==> config.mk <==
export PLATFORM = sky130hd
export DESIGN_NAME = pfag_gamma_ram
export DESIGN_NICKNAME = d
export VERILOG_FILES = /design/src/rtl/pixel_format_to_argb_gamma_top_defines.svh /design/src/rtl/pfag_pkg.sv /design/src/rtl/pfag_gamma_ram.sv
export SDC_FILE = /design/constraint.sdc
export NUM_CORES = 2
export LEC_CHECK = 0
export BUFFER_PORTS_ARGS = -buffer_cell sky130_fd_sc_hd__buf_4
export CORE_MARGIN = 1.5
export CORE_UTILIZATION = 33
export DETAILED_ROUTE_END_ITERATION = 8
export PLACE_DENSITY = 0.58
export SYNTH_ARGS = -nofsm -noshare
export SYNTH_HDL_FRONTEND = slang
export SYNTH_SLANG_ARGS = --single-unit
==> constraint.sdc <==
create_clock -name clk -period 2.85 [get_ports clk]
set_clock_uncertainty 0.15 [all_clocks]
set_input_delay 0.57 -clock clk [delete_from_list [all_inputs] [get_ports clk]]
set_output_delay 0.57 -clock clk [all_outputs]
set_load 0.01 [all_outputs]
==> src/rtl/pixel_format_to_argb_gamma_top_defines.svh <==
// Assertion macros shared by the pixel format converter RTL.
// Each macro expects signals named clk and rst_n in the scope where it is used.
`ifndef PIXEL_FORMAT_TO_ARGB_GAMMA_TOP_DEFINES_SVH
`define PIXEL_FORMAT_TO_ARGB_GAMMA_TOP_DEFINES_SVH

// Consequent must hold in the same cycle as the antecedent.
`define PFAG_ASSERT_SAME(lbl, ante, cons, msg) \
    lbl: assert property (@(posedge clk) disable iff (!rst_n) (ante) |-> (cons)) else $error(msg);

// Consequent must hold in the cycle after the antecedent.
`define PFAG_ASSERT_NEXT(lbl, ante, cons, msg) \
    lbl: assert property (@(posedge clk) disable iff (!rst_n) (ante) |=> (cons)) else $error(msg);

`endif

==> src/rtl/pfag_pkg.sv <==
// Shared types, constants and the pixel conversion function of the pixel
// format converter. No dependencies.
`default_nettype none

package pfag_pkg;

    localparam int unsigned ADDR_W     = 18;
    localparam int unsigned COUNT_W    = 10;
    localparam int unsigned LEVEL_W    = 8;
    localparam int unsigned NUM_CH     = 3;
    localparam int unsigned FMT_W      = 4;
    localparam int unsigned CFG_IDX_W  = 3;
    localparam int unsigned CFG_DATA_W = 10;
    localparam int unsigned POS_W      = 9;

    // Configuration register indexes.
    typedef enum logic [CFG_IDX_W-1:0] {
        CFG_PIXEL_FORMAT = 3'd0,
        CFG_LINE_MODE    = 3'd1,
        CFG_RECT_X       = 3'd2,
        CFG_RECT_Y       = 3'd3,
        CFG_RECT_W       = 3'd4,
        CFG_RECT_H       = 3'd5,
        CFG_ROW_PITCH    = 3'd6,
        CFG_GAMMA_ENABLE = 3'd7
    } cfg_reg_t;

    // Source pixel formats.
    typedef logic [FMT_W-1:0] fmt_t;
    localparam fmt_t FMT_BGR565   = 4'd0;
    localparam fmt_t FMT_BGR555   = 4'd1;
    localparam fmt_t FMT_BGR444   = 4'd2;
    localparam fmt_t FMT_ABGR8888 = 4'd3;

    // Input item kinds carried on tuser.
    localparam logic ACTION_PIXEL = 1'b0;
    localparam logic ACTION_GAMMA = 1'b1;

    localparam logic [31:0] ALPHA_OPAQUE   = 32'hFF00_0000;
    localparam logic [31:0] REP565_RB_MASK = 32'h00E0_00E0;
    localparam logic [31:0] REP565_G_MASK  = 32'h0000_C000;
    localparam logic [31:0] REP555_MASK    = 32'h00E0_E0E0;
    localparam logic [31:0] REP444_MASK    = 32'h00F0_F0F0;

    // Rectangle geometry handed to the address generator.
    typedef struct packed {
        logic [ADDR_W-1:0]  base;        // first texel of the frame
        logic [COUNT_W:0]   step_pitch;  // address step between used rows
        logic [COUNT_W-1:0] rect_w;
        logic [COUNT_W-1:0] rect_h;
        logic               skip;        // advance two rows per source row
    } geom_t;

    // Address generator result for one pixel.
    typedef struct packed {
        logic [ADDR_W-1:0] address;
        logic              last;
    } addr_res_t;

    // True for the 16-bit source formats.
    function automatic logic is_16bit(fmt_t fmt);
        return fmt inside {FMT_BGR565, FMT_BGR555, FMT_BGR444};
    endfunction

    // True for every known format.
    function automatic logic is_known(fmt_t fmt);
        return fmt inside {FMT_BGR565, FMT_BGR555, FMT_BGR444, FMT_ABGR8888};
    endfunction

    // Widens a source pixel to ARGB8888 with opaque alpha; unknown formats give zero.
    function automatic logic [31:0] convert(fmt_t fmt, logic [31:0] word);
        logic [31:0] s;
        logic [31:0] c;
        s = {16'h0000, word[15:0]};
        c = '0;
        case (fmt)
            FMT_BGR565:
            begin
                c = ((s & 32'h0000_001F) << 19) | ((s & 32'h0000_07E0) << 5)
                  | ((s & 32'h0000_F800) >> 8) | ALPHA_OPAQUE;
                c = c | ((c & REP565_RB_MASK) >> 5) | ((c & REP565_G_MASK) >> 6);
            end
            FMT_BGR555:
            begin
                c = ((s & 32'h0000_001F) << 19) | ((s & 32'h0000_03E0) << 6)
                  | ((s & 32'h0000_7C00) >> 7) | ALPHA_OPAQUE;
                c = c | ((c & REP555_MASK) >> 5);
            end
            FMT_BGR444:
            begin
                c = ((s & 32'h0000_000F) << 20) | ((s & 32'h0000_00F0) << 8)
                  | ((s & 32'h0000_0F00) >> 4) | ALPHA_OPAQUE;
                c = c | ((c & REP444_MASK) >> 4);
            end
            FMT_ABGR8888:
            begin
                c = {8'hFF, word[7:0], word[15:8], word[23:16]};
            end
            default:
            begin
                c = '0;
            end
        endcase
        return c;
    endfunction

endpackage

`default_nettype wire

==> src/rtl/pfag_gamma_ram.sv <==
// One channel bank of the gamma table: 256 x 8 bits, one write and one
// registered read port. Depends on pfag_pkg.
`default_nettype none

module pfag_gamma_ram
(
    input  wire logic                        clk,
    input  wire logic                        we,
    input  wire logic [pfag_pkg::LEVEL_W-1:0] waddr,
    input  wire logic [pfag_pkg::LEVEL_W-1:0] wdata,
    input  wire logic                        re,
    input  wire logic [pfag_pkg::LEVEL_W-1:0] raddr,
    output logic      [pfag_pkg::LEVEL_W-1:0] rdata
);

    localparam int unsigned DEPTH = 2 ** pfag_pkg::LEVEL_W;

    logic [pfag_pkg::LEVEL_W-1:0] mem [DEPTH];

    // Table write.
    always_ff @(posedge clk)
    begin
        if (we)
        begin
            mem[waddr] <= wdata;
        end
    end

    // Registered read; the data holds while no read is issued.
    always_ff @(posedge clk)
    begin
        if (re)
        begin
            rdata <= mem[raddr];
        end
    end

endmodule

`default_nettype wire

==> results.md <==
Power and ir drop:
- The proportion of power drawn by combinational gates is between 5 and 6%.
- The sequential share of power is approximately 53%.
- Net switching is between 20 and 25% of the power.
- Of the total power, the clock network draws between 40% and 50%.
- The cell area power density is roughly 660 nW/um^2.
- The power consumption is about 63 mW.
- Internal power comes to 49.7 mW.
- The net switching power figure is 13.6 mW.
- VDD sags by at most a little over 0.5 mV.
- The analysis attributes to cell leakage a power of between 30 and 40 nW.

Layout:
- The final core area utilization is 39.9%.
- The net count of the finished layout is between 4000 and 5000.
- The finished layout holds a little under 8000 standard cells, fillers aside.
- Relative to the synthesized area, the layout overhead comes to 20.3%.
- In the final layout, the share of cells above drive strength 1 is between 30% and 40%.
- The finished cells cover between 90000 and 100000 um^2.

STA:
- The total negative slack for setup checks is 0 ns.
- Headroom to the max-slew limit came out at between 50% and 60%.
- The number of endpoints with negative hold slack in the final report was 0.
- The final-report max-slew violation count is 0.
- The maximum frequency from static timing analysis is roughly 350 MHz.
- After layout, the worst path uses roughly 100% of the clock period.
- Setup repair after global routing could not meet its margin everywhere.
- The slew at the pin closest to its max-slew limit is between 0.7 and 0.8 ns.
- The worst hold slack is 0.0750 ns.
- The final setup violation count is 0.
- Across all setup checks in the final design, the least slack found is 0.0204 ns.
- After layout, the minimum clock period comes to ~2.8 ns.

Outcome:
- The flow ran to the end, and the final reports show no timing, DRC or antenna violations.

Synth:
- The number of nets handed over by synthesis was between 3000 and 4000.
- The share of Yosys cell area claimed by the top area cell type is between 70% and 80%.
- After technology mapping, the gate count stands at 3733.
- The register bit total from synthesis is approximately 2100.
- The library cell with the largest summed area after synthesis is sky130_fd_sc_hd__edfxtp_1.
- By area the synthesized netlist is led by sky130_fd_sc_hd__edfxtp_1, sky130_fd_sc_hd__mux4_2, sky130_fd_sc_hd__mux2i_1.
- In this run, synthesis inferred a little over 2000 flip-flops with an integrated enable.
- The most used flip-flop cell after synthesis is sky130_fd_sc_hd__edfxtp_1.
- The count of synthesis-stage warnings from yosys is 0.
- The post-synthesis instance area is about 80000 um^2.
- The async set-reset flop share out of synthesis is 0%.
- The share of the Yosys chip area taken by registers is 77.5%.
- The mean cell area of the mapped netlist is 21.3 um^2.
- The synthesized netlist contains 54 unique library cells.

Critical path:
- The startpoint identified for the worst register-to-register timing path is mem[81][0].
- In this run the worst setup path begins at raddr[0].
- Of all nets on the critical path, the largest fanout is 31.
- STA classifies the critical path endpoint as a register.
- The depth of the most critical reg-to-reg path is 6.
- The critical register-to-register path endpoint is rdata[0].
- The required time at the endpoint of the critical path is 3.27 ns.
- For the worst setup path, the data arrival time is between 3 and 4 ns.
- Setup slack on the worst reg-to-reg path comes out at ~0.15 ns.
- The category of the critical setup timing path is in -> reg.
- The critical path launch point type is an input pin.

Detailed routing:
- The violation count after the first detailed-routing iteration is 4353.
- The total DRC errors in the routed layout is 0.
- The total vias in the final route is 40800.
- The number of search-and-repair iterations in the first detailed-routing pass is 5.
- The routed design has ~210 mm of wire.
- Dividing the detail-routed wire length by the instance count gives 27.0 um.
- Once detail routing completed, the nets flagged for antenna violations numbered 0.
- The post-detailed-route via-to-cell ratio is between 5 and 6.

Min path:
- The class of the most critical hold timing path is in -> reg.
- Along the worst hold path, the cell count comes to 1.
- For hold timing, the worst endpoint is mem[67][1].
- The beginning of the worst hold path is wdata[1].

GRT:
- The initial antenna violation count is 10.
- For this run the aggregate overflow at the end of global routing stands at 0.
- The via count of the first global-routing pass is 41300.
- In the global route stage, overall resource usage came out at 17.1%.
- Entering global routing, the biggest net connects between 80 and 90 pins.
- The wire length of the first global-routing pass is about 300 mm.

Placement:
- The number of I/O port buffers is 34.
- Prior to clock tree synthesis, the placed netlist has a worst setup slack of -1.50 ns.
- The number of placed cells counting well taps is approximately 7400.
- The congestion estimate from routability-driven global placement came to roughly 0.85.
- The placed instance area is between 80000 and 90000 um^2.
- The placed wire-length estimate after detailed placement is 135 mm.

Run:
- The count of maximum capacitance violations is 0.

Clocking:
- The number of clock buffers added by TritonCTS is a little over 200.
- The buffer depth of the longest clock path is 3.
- The tree is rooted in a sky130_fd_sc_hd__clkbuf_16.
- The deepest level of the CTS H-tree is 4.
- Clock latency on the worst-skew pair, taken at its later pin, is around 0.84 ns.
- Clock tree synthesis found a total of about 2100 sinks.
- The clock transition at the registers of the reported paths is approximately 0.06 ns.
- The TritonCTS clock tree is done.

Floorplanning:
- In this run the horizontal extent of the chip is about 490 um.
- The starting utilization of the core area is between 30% and 40%.
- The core region is around 240000 um^2.
- The full die area is ~240000 um^2.
- From bottom edge to top edge, the die measures a little under 500 um.
- The number of rows in the core area is between 150 and 200.
- The top-level port count is 35.
==> kinds of logic after synthesis <==
kind of cell	Yosys count	synth area share, %
AOI/OAI and AO/OA	385	3.42
buffers and inverters	235	1.83
muxes	591	14.6
and+or+nand+nor	466	2.63
DFF	2056	77.5
==> cells in the final DEF, fill, tap and decap left out, types with 46 or more instances in the layout <==
cell,synthesis,routed
sky130_fd_sc_hd__clkbuf_1,111,53
sky130_fd_sc_hd__clkinv_1,1,49
sky130_fd_sc_hd__a22oi_1,133,130
sky130_fd_sc_hd__buf_12,8,83
sky130_fd_sc_hd__clkbuf_16,0,207
sky130_fd_sc_hd__buf_4,27,644
sky130_fd_sc_hd__nor2_1,282,279
sky130_fd_sc_hd__a21oi_1,96,95
sky130_fd_sc_hd__o221ai_1,46,46
sky130_fd_sc_hd__edfxtp_1,2056,2056
sky130_fd_sc_hd__mux2i_1,134,134
sky130_fd_sc_hd__mux4_2,454,454
==> Yosys cell counts, drive strengths merged (12+ instances only) <==
cell / n
nand2: 33
a22oi: 133
nor3: 22
a211oi: 16
nand3: 34
nor2: 282
o221ai: 47
edfxtp: 2056
o22ai: 28
mux2i: 134
clkbuf: 111
mux4: 456
buf: 122
o21ai: 12
a21oi: 96
a221oi: 14
nor2b: 31
nor4: 27
==> routing by layer <==
layer,vias up,track usage [%],wire length [um]
met5,-,0,17
met4,2,4.29,4380
met3,278,2.86,14900
met2,1514,27.9,102000
met1,21800,23.9,89200
li1,17200,-,-
==> layout make-up <==
cell class              count  area, um^2
diodes                      4        10.0
clock buffers             259        5350
clock inverters           121        1130
fillers                 21200      145000
inverters                   2        7.51
multi-input cells        1442       16700
flip-flops and latches   2056       61700
well taps                3185        3990
repair buffers            751        6910
==> sequential cells by signal, indices dropped and copies added (netlist names) <==
name   cells
rdata      8
mem     2048
==> worst max-delay path by stage <==
stage	to	slack (ns)	cells after the start
detailed placement	rdata[4]	-1.50	9
global route	rdata[4]	-0.02	10
global placement	rdata[7]	-1.83	9
finish	rdata[4]	0.02	10
CTS	rdata[4]	0.03	10
floorplan	rdata[2]	0.05	9
==> what timing repair did <==
item / CTS / global route
endpoints found under the setup margin: 6 / 5
endpoints found under the hold margin: 131 / 0
setup buffers: 3 / 1
hold buffers: 5 / 0
pin swaps: 4 / 1
resized for setup: 29 / 9
cloned: 1 / 1
==> power by group through the flow <==
stage               Combinational, mW  Clock (mW)  Sequential, mW
floorplan                        1.62           0            34.0
global placement                 3.54           0            34.0
detailed placement               3.58           0            34.0
CTS                              3.64        26.7            33.4
global route                     3.81        27.8            33.4
finish                           3.62        26.2            33.4
==> worst max-delay path, stage by stage <==
cell and delay [ns]:
sky130_fd_sc_hd__buf_12 0.18, sky130_fd_sc_hd__buf_16 0.26, sky130_fd_sc_hd__buf_16 0.28, sky130_fd_sc_hd__buf_12 0.20, sky130_fd_sc_hd__mux4_2 0.51, sky130_fd_sc_hd__a22oi_1 0.32, sky130_fd_sc_hd__a21oi_1 0.21, sky130_fd_sc_hd__nor3_4 0.34
sky130_fd_sc_hd__buf_4 0.19, sky130_fd_sc_hd__nor4_1 0.05
Power figures use the tool's default switching activity.
