<file path="src/rtl/pixel_format_to_argb_gamma_top_defines.svh">
// Assertion macros shared by the pixel format converter RTL.
// Each macro expects signals named clk and rst_n in the scope where it is used.
`ifndef PIXEL_FORMAT_TO_ARGB_GAMMA_TOP_DEFINES_SVH
`define PIXEL_FORMAT_TO_ARGB_GAMMA_TOP_DEFINES_SVH

// Consequent must hold in the same cycle as the antecedent.
`define PFAG_ASSERT_SAME(lbl, ante, cons, msg) \
    lbl: assert property (@(posedge clk) disable iff (!rst_n) (ante) |-> (cons)) else $error(msg);

// Consequent must hold in the cycle after the antecedent.
`define PFAG_ASSERT_NEXT(lbl, ante, cons, msg) \
    lbl: assert property (@(posedge clk) disable iff (!rst_n) (ante) |=> (cons)) else $error(msg);

`endif

</file>
<file path="src/rtl/pfag_pkg.sv">
// Shared types, constants and the pixel conversion function of the pixel
// format converter. No dependencies.
`default_nettype none

package pfag_pkg;

    localparam int unsigned ADDR_W     = 18;
    localparam int unsigned COUNT_W    = 10;
    localparam int unsigned LEVEL_W    = 8;
    localparam int unsigned NUM_CH     = 3;
    localparam int unsigned FMT_W      = 4;
    localparam int unsigned CFG_IDX_W  = 3;
    localparam int unsigned CFG_DATA_W = 10;
    localparam int unsigned POS_W      = 9;

    // Configuration register indexes.
    typedef enum logic [CFG_IDX_W-1:0] {
        CFG_PIXEL_FORMAT = 3'd0,
        CFG_LINE_MODE    = 3'd1,
        CFG_RECT_X       = 3'd2,
        CFG_RECT_Y       = 3'd3,
        CFG_RECT_W       = 3'd4,
        CFG_RECT_H       = 3'd5,
        CFG_ROW_PITCH    = 3'd6,
        CFG_GAMMA_ENABLE = 3'd7
    } cfg_reg_t;

    // Source pixel formats.
    typedef logic [FMT_W-1:0] fmt_t;
    localparam fmt_t FMT_BGR565   = 4'd0;
    localparam fmt_t FMT_BGR555   = 4'd1;
    localparam fmt_t FMT_BGR444   = 4'd2;
    localparam fmt_t FMT_ABGR8888 = 4'd3;

    // Input item kinds carried on tuser.
    localparam logic ACTION_PIXEL = 1'b0;
    localparam logic ACTION_GAMMA = 1'b1;

    localparam logic [31:0] ALPHA_OPAQUE   = 32'hFF00_0000;
    localparam logic [31:0] REP565_RB_MASK = 32'h00E0_00E0;
    localparam logic [31:0] REP565_G_MASK  = 32'h0000_C000;
    localparam logic [31:0] REP555_MASK    = 32'h00E0_E0E0;
    localparam logic [31:0] REP444_MASK    = 32'h00F0_F0F0;

    // Rectangle geometry handed to the address generator.
    typedef struct packed {
        logic [ADDR_W-1:0]  base;        // first texel of the frame
        logic [COUNT_W:0]   step_pitch;  // address step between used rows
        logic [COUNT_W-1:0] rect_w;
        logic [COUNT_W-1:0] rect_h;
        logic               skip;        // advance two rows per source row
    } geom_t;

    // Address generator result for one pixel.
    typedef struct packed {
        logic [ADDR_W-1:0] address;
        logic              last;
    } addr_res_t;

    // True for the 16-bit source formats.
    function automatic logic is_16bit(fmt_t fmt);
        return fmt inside {FMT_BGR565, FMT_BGR555, FMT_BGR444};
    endfunction

    // True for every known format.
    function automatic logic is_known(fmt_t fmt);
        return fmt inside {FMT_BGR565, FMT_BGR555, FMT_BGR444, FMT_ABGR8888};
    endfunction

    // Widens a source pixel to ARGB8888 with opaque alpha; unknown formats give zero.
    function automatic logic [31:0] convert(fmt_t fmt, logic [31:0] word);
        logic [31:0] s;
        logic [31:0] c;
        s = {16'h0000, word[15:0]};
        c = '0;
        case (fmt)
            FMT_BGR565:
            begin
                c = ((s & 32'h0000_001F) << 19) | ((s & 32'h0000_07E0) << 5)
                  | ((s & 32'h0000_F800) >> 8) | ALPHA_OPAQUE;
                c = c | ((c & REP565_RB_MASK) >> 5) | ((c & REP565_G_MASK) >> 6);
            end
            FMT_BGR555:
            begin
                c = ((s & 32'h0000_001F) << 19) | ((s & 32'h0000_03E0) << 6)
                  | ((s & 32'h0000_7C00) >> 7) | ALPHA_OPAQUE;
                c = c | ((c & REP555_MASK) >> 5);
            end
            FMT_BGR444:
            begin
                c = ((s & 32'h0000_000F) << 20) | ((s & 32'h0000_00F0) << 8)
                  | ((s & 32'h0000_0F00) >> 4) | ALPHA_OPAQUE;
                c = c | ((c & REP444_MASK) >> 4);
            end
            FMT_ABGR8888:
            begin
                c = {8'hFF, word[7:0], word[15:8], word[23:16]};
            end
            default:
            begin
                c = '0;
            end
        endcase
        return c;
    endfunction

endpackage

`default_nettype wire

</file>
<file path="src/rtl/pfag_addr_gen.sv">
// Texture address generator: column, row and row start counters that walk
// the destination rectangle. Depends on pfag_pkg and the defines header.
`default_nettype none
`include "pixel_format_to_argb_gamma_top_defines.svh"

module pfag_addr_gen
(
    input  wire logic              clk,
    input  wire logic              rst_n,
    input  wire logic              step,   // a pixel item is accepted
    input  wire pfag_pkg::geom_t   geom,
    output pfag_pkg::addr_res_t    res
);

    logic [pfag_pkg::COUNT_W-1:0] col_reg, col_next;
    logic [pfag_pkg::COUNT_W-1:0] row_reg, row_next;
    logic [pfag_pkg::ADDR_W-1:0]  row_start_reg, row_start_next;

    logic                         frame_start;
    logic [pfag_pkg::ADDR_W-1:0]  row_start_eff;
    logic [pfag_pkg::COUNT_W:0]   col_inc;
    logic [pfag_pkg::COUNT_W:0]   row_adv;
    logic                         row_end;
    logic                         frame_end;

    // Current address and end-of-row and end-of-frame tests.
    always_comb
    begin
        frame_start   = (col_reg == '0) && (row_reg == '0);
        row_start_eff = frame_start ? geom.base : row_start_reg;
        res.address   = row_start_eff + pfag_pkg::ADDR_W'(col_reg);
        col_inc       = {1'b0, col_reg} + 1'b1;
        row_end       = col_inc >= {1'b0, geom.rect_w};
        row_adv       = {1'b0, row_reg} + (geom.skip ? 11'd2 : 11'd1);
        frame_end     = row_end && (row_adv >= {1'b0, geom.rect_h});
        res.last      = frame_end;
    end

    // Counter update for each accepted pixel.
    always_comb
    begin
        col_next       = col_reg;
        row_next       = row_reg;
        row_start_next = row_start_reg;
        if (step)
        begin
            if (frame_end)
            begin
                col_next       = '0;
                row_next       = '0;
                row_start_next = '0;
            end
            else if (row_end)
            begin
                col_next       = '0;
                row_next       = row_adv[pfag_pkg::COUNT_W-1:0];
                row_start_next = row_start_eff + pfag_pkg::ADDR_W'(geom.step_pitch);
            end
            else
            begin
                col_next       = col_inc[pfag_pkg::COUNT_W-1:0];
                row_start_next = row_start_eff;
            end
        end
    end

    always_ff @(posedge clk or negedge rst_n)
    begin
        if (!rst_n)
        begin
            col_reg       <= '0;
            row_reg       <= '0;
            row_start_reg <= '0;
        end
        else
        begin
            col_reg       <= col_next;
            row_reg       <= row_next;
            row_start_reg <= row_start_next;
        end
    end

    `PFAG_ASSERT_NEXT(a_frame_restart, step && frame_end,
        (col_reg == '0) && (row_reg == '0) && (row_start_reg == '0),
        "counters did not restart after the last texel")
    `PFAG_ASSERT_NEXT(a_col_advance, step && !row_end,
        col_reg == $past(col_reg) + 1'b1,
        "column counter did not advance within a row")

endmodule

`default_nettype wire

</file>
<file path="config.mk">
export PLATFORM = sky130hd
export DESIGN_NAME = pfag_addr_gen
export DESIGN_NICKNAME = d
export VERILOG_FILES = /design/src/rtl/pfag_pkg.sv /design/src/rtl/pfag_addr_gen.sv
export VERILOG_INCLUDE_DIRS = /design/src /design/src/rtl
export SDC_FILE = /design/constraint.sdc
export NUM_CORES = 1
export LEC_CHECK = 0
export ABC_AREA = 1
export BUFFER_PORTS_ARGS = -buffer_cell sky130_fd_sc_hd__buf_4
export CORE_AREA = 2 2 169 88
export CTS_CLUSTER_DIAMETER = 30
export CTS_CLUSTER_SIZE = 12
export DETAILED_ROUTE_END_ITERATION = 7
export DIE_AREA = 0 0 171 90
export MAX_ROUTING_LAYER = met4
export PLACE_DENSITY_LB_ADDON = 0.05
export SETUP_SLACK_MARGIN = 0.4
export SLEW_MARGIN = 20
export SYNTH_ARGS = -nofsm -noshare
export SYNTH_HDL_FRONTEND = slang
export SYNTH_SLANG_ARGS = --single-unit
export TNS_END_PERCENT = 30
</file>
<file path="constraint.sdc">
create_clock -name clk -period 4.2 [get_ports clk]
set_clock_uncertainty 0.1 [all_clocks]
set_input_delay 0.42 -clock clk [delete_from_list [all_inputs] [get_ports clk]]
set_output_delay 0.42 -clock clk [all_outputs]
set_load 0.01 [all_outputs]
</file>
==> summary.md <==
| Metric | Value |
|---|---|
| Crit-path leading delay family | buffers and inverters |
| Cell count of the worst reg-to-reg path | 21 |
| Post-Route Setup TNS | 0 ns |
| CTS Buf Count | 5 |
| Hold Worst Slack | around 0.027 ns |
| Setup violations, final | 0 |
| Tot GR Track Use | 0.183 |
| Worst-path clk slew | 0.06 ns |
| Ys Warns | 0 |
| Post-DP HPWL | 10600 µm |
| DR DRC count | 0 |
| Post-CTS Hold Buffers | 0 |
| Share of cells above drive strength 1 | 0.320 |
| Chip width | 171 µm |
| Final ANT Viol Nets | 0 |
| Pin count of the biggest net entering global routing | 39 |
| Via density | 4.59 |
| Slowest CP cell | dfrtp_1 |
| Outcome | finished, final reports clean |
| Top post-synthesis cells by area | dfrtp_1 23%, ha_1 14%, nand2_1 14% |
| Slowest cell delay on critical path | 0.41 ns |
| Net count reported at finish | 826 |
| Least-Margin Pin Slew | 0.579 ns |
| Rows | 31 |
| Die ar. | 0.0154 mm² |
| Largest area contributor in the netlist | dfrtp_1 |
| PwrDens | 583 mW/mm² |
| Max-slew headroom | 0.614 |
| Cell area after layout | 0.00584 mm² |
| H-tree depth | 2 |
| First-pass GRT wire length | 21300 µm |
| Data arrival, critical path | 3.18 ns |
| Total number of vias | approximately 4.2k |
| Syn-to-layout area delta | 41.9% |
| Core box area | 0.0140 mm² |
| Clock buffer depth | 2 |
| Placed cell count | 878 |
| Routed length per instance | 15.3 µm |
| Count of input and output buffers | 71 |
| Max-cap violations | 0 |
| Post-Syn Area per Cell | 6.72 µm² |
| Final min period | 3.70 ns |
| Congestion Overflow GR | 0 |
| Initial antenna violation count | 0 |
| Max Slew Vio Count | 0 |
| CP most frequent cell | buf_4 |
| Final Util | 0.416 |
| Clock sinks | 38 |
| WS Path Type | register to primary output |
| Synth top area share | 0.231 |
| Syn Nets | 714 |
| Max reg flops | 18 |
| Max VDD drop | 0.392 mV |
| Synthesized cell area | 0.00412 mm² |
| Die Height | 90 µm |
| FILL cells | 1482 |
| Starting Density | 0.293 |
| Required time worst endpoint | 3.68 ns |
| Syn Inst Count | 613 |
| Kind of start point of the critical path | register |
| DRT Wirelength | 14100 µm |
| Crit path buf inv count | 5 |
| DRT Pass-1 Iters | 5 |
| Critical path cell sequence | inv_2 -> ha_4 -> nand3_2 -> nor2_4 -> nand3_4 -> buf_12 -> buf_4 -> a21oi_4 -> ha_4 -> a21oi_2 -> o21ai_2 -> nand2_1 -> o2111ai_4 -> nand2_2 -> buf_4 -> xor2_1 -> buf_4 |
| CP Depth | 17 |
| First DRT Iteration DRCs | 299 |
| CTS tree | built |
| Number of global-route vias before repair | 3961 |
| Leakage | ~3.0 nW |
| Distinct cells, synth | 37 |
| Root buffer cell | clkbuf_16 |
| Synth Register Bits | 38 |
| Fin. Hold Viols | 0 |
| Crit path max fanout | 6 |
| Gpl congestion | 0.899 |
| Fmax | 0.270 GHz |
| Hold/Removal Path Class | input pin to asynchronous set/reset pin |
| Antenna diodes | 0 |
| Tcrit/Tclk final | 0.882 |
| Worst setup EP type | primary output |
| Io pins | 72 |
| Clk Latency, worst-skew pair | 0.29 ns |
| Post-DP Area | between 0.004 and 0.005 mm² |
| Sequential-to-total area share from yosys stat | 0.231 |
| RSZ-0062 raised after global routing | yes |
| Final non-filler cell total | 924 |
-- stage by stage --
step	power, W	setup WS [ns]
2_1_floorplan	0.00189	0.891
3_3_place_gp	0.00255	0.396
3_5_place_dp	0.00254	0.285
4_1_cts	0.00304	0.398
5_1_grt	0.00373	0.330
6_report	0.00341	0.496
-- layer usage --
layer	track usage	part of all wire	vias to the layer above	wire [µm]
li1	-	-	2203	-
met1	0.305	0.57	1935	8060
met2	0.226	0.37	102	5240
met3	0.0299	0.054	5	763
met4	0.0169	0.0031	0	44
met5	-	0	-	0
-- worst paths after layout --
check	end	slack (ns)	from
setup / recovery	res[15]	0.50	col_reg[1]
max in group asynchronous	col_reg[3]	3.54	rst_n
hold reg to reg	row_start_reg[10]	0.39	row_start_reg[10]
setup reg to reg	row_start_reg[0]	0.72	row_reg[0]
hold / removal	row_reg[3]	0.03	rst_n
min in group clk	row_start_reg[10]	0.39	row_start_reg[10]
-- cells by family after synthesis --
logic type,after synthesis,share of synthesized area
DFF,38,0.231
and+or+nand+nor,273,0.291
adders and majority gates,48,0.151
xor gates and xnor gates,36,0.0766
buffers and inverters,111,0.104
AOI/OAI and AO/OA,107,0.146
-- final cells by class --
class / count / area [µm²] / area share
clock buffers: 6 / 139 / 0.0238
clock inverters: 2 / 12.5 / 0.00214
inverters: 99 / 372 / 0.0636
multi-input cells: 464 / 3160 / 0.541
flip-flops and latches: 38 / 963 / 0.165
well taps: 198 / 248 / 0.0424
repair buffers: 117 / 946 / 0.162
-- report_power, final --
part           internal (W)  switching [W]  total (W)
registers          0.000507       0.000120   0.000627
clock network      0.000236       0.000169   0.000404
logic              0.000994        0.00138    0.00238
total               0.00174        0.00167    0.00341
-- cell usage after synthesis --
library cell,instances
xnor2_1,7
nor2_8,1
o21ai_1,3
o21ai_0,44
a21boi_0,2
a21o_1,5
nor4_1,2
buf_2,6
o21bai_1,2
buf_1,1
o31ai_1,2
buf_4,1
nand2_2,7
o21a_1,2
clkbuf_1,4
nor2_2,6
o22ai_1,8
a21oi_2,1
fa_1,3
inv_1,97
o21ai_2,1
nand3b_1,3
nand4_1,9
a31oi_1,1
nand3_4,1
a21oi_1,34
xor2_1,29
nand3_1,43
inv_2,2
o2111ai_1,1
dfrtp_1,38
nand2_1,149
nor2_1,47
ha_1,45
o21ai_4,1
nor2_4,2
nor3_1,3
-- worst reg2reg max path: stages (launching register included) --
cell	delay, ns
dfrtp_1	0.38
ha_2	0.18
inv_1	0.05
fa_2	0.38
nor2_2	0.11
nand2_2	0.08
nor2_4	0.12
nand2_2	0.09
buf_4	0.14
o31ai_1	0.18
nand2_1	0.10
inv_1	0.07
ha_1	0.23
a21oi_1	0.14
o21bai_1	0.10
nor2_2	0.14
nand2_2	0.10
buf_4	0.14
a21oi_2	0.10
buf_4	0.25
nand2_1	0.11
o21ai_0	0.11
-- layout by cell type, fill, tap and decap left out, drive strengths merged --
| master | n |
|---|---|
| a21boi | 2 |
| a21o | 5 |
| a21oi | 35 |
| a31oi | 1 |
| buf | 115 |
| clkbuf | 8 |
| clkinv | 1 |
| clkinvlp | 1 |
| dfrtp | 38 |
| fa | 3 |
| ha | 45 |
| inv | 99 |
| nand2 | 156 |
| nand3 | 44 |
| nand3b | 3 |
| nand4 | 9 |
| nor2 | 56 |
| nor3 | 3 |
| nor4 | 2 |
| o2111ai | 1 |
| o21a | 2 |
| o21ai | 49 |
| o21bai | 2 |
| o22ai | 8 |
| o31ai | 2 |
| xnor2 | 7 |
| xor2 | 29 |
-- repair_timing --
action	CTS	global route
pin swaps	4	27
gates resized for setup	24	91
cloned	0	2
setup endpoints to repair	10	14
buffers inserted	7	29
endpoints found under the hold margin	0	0
Note: power is estimated with default switching activity, not from simulation.
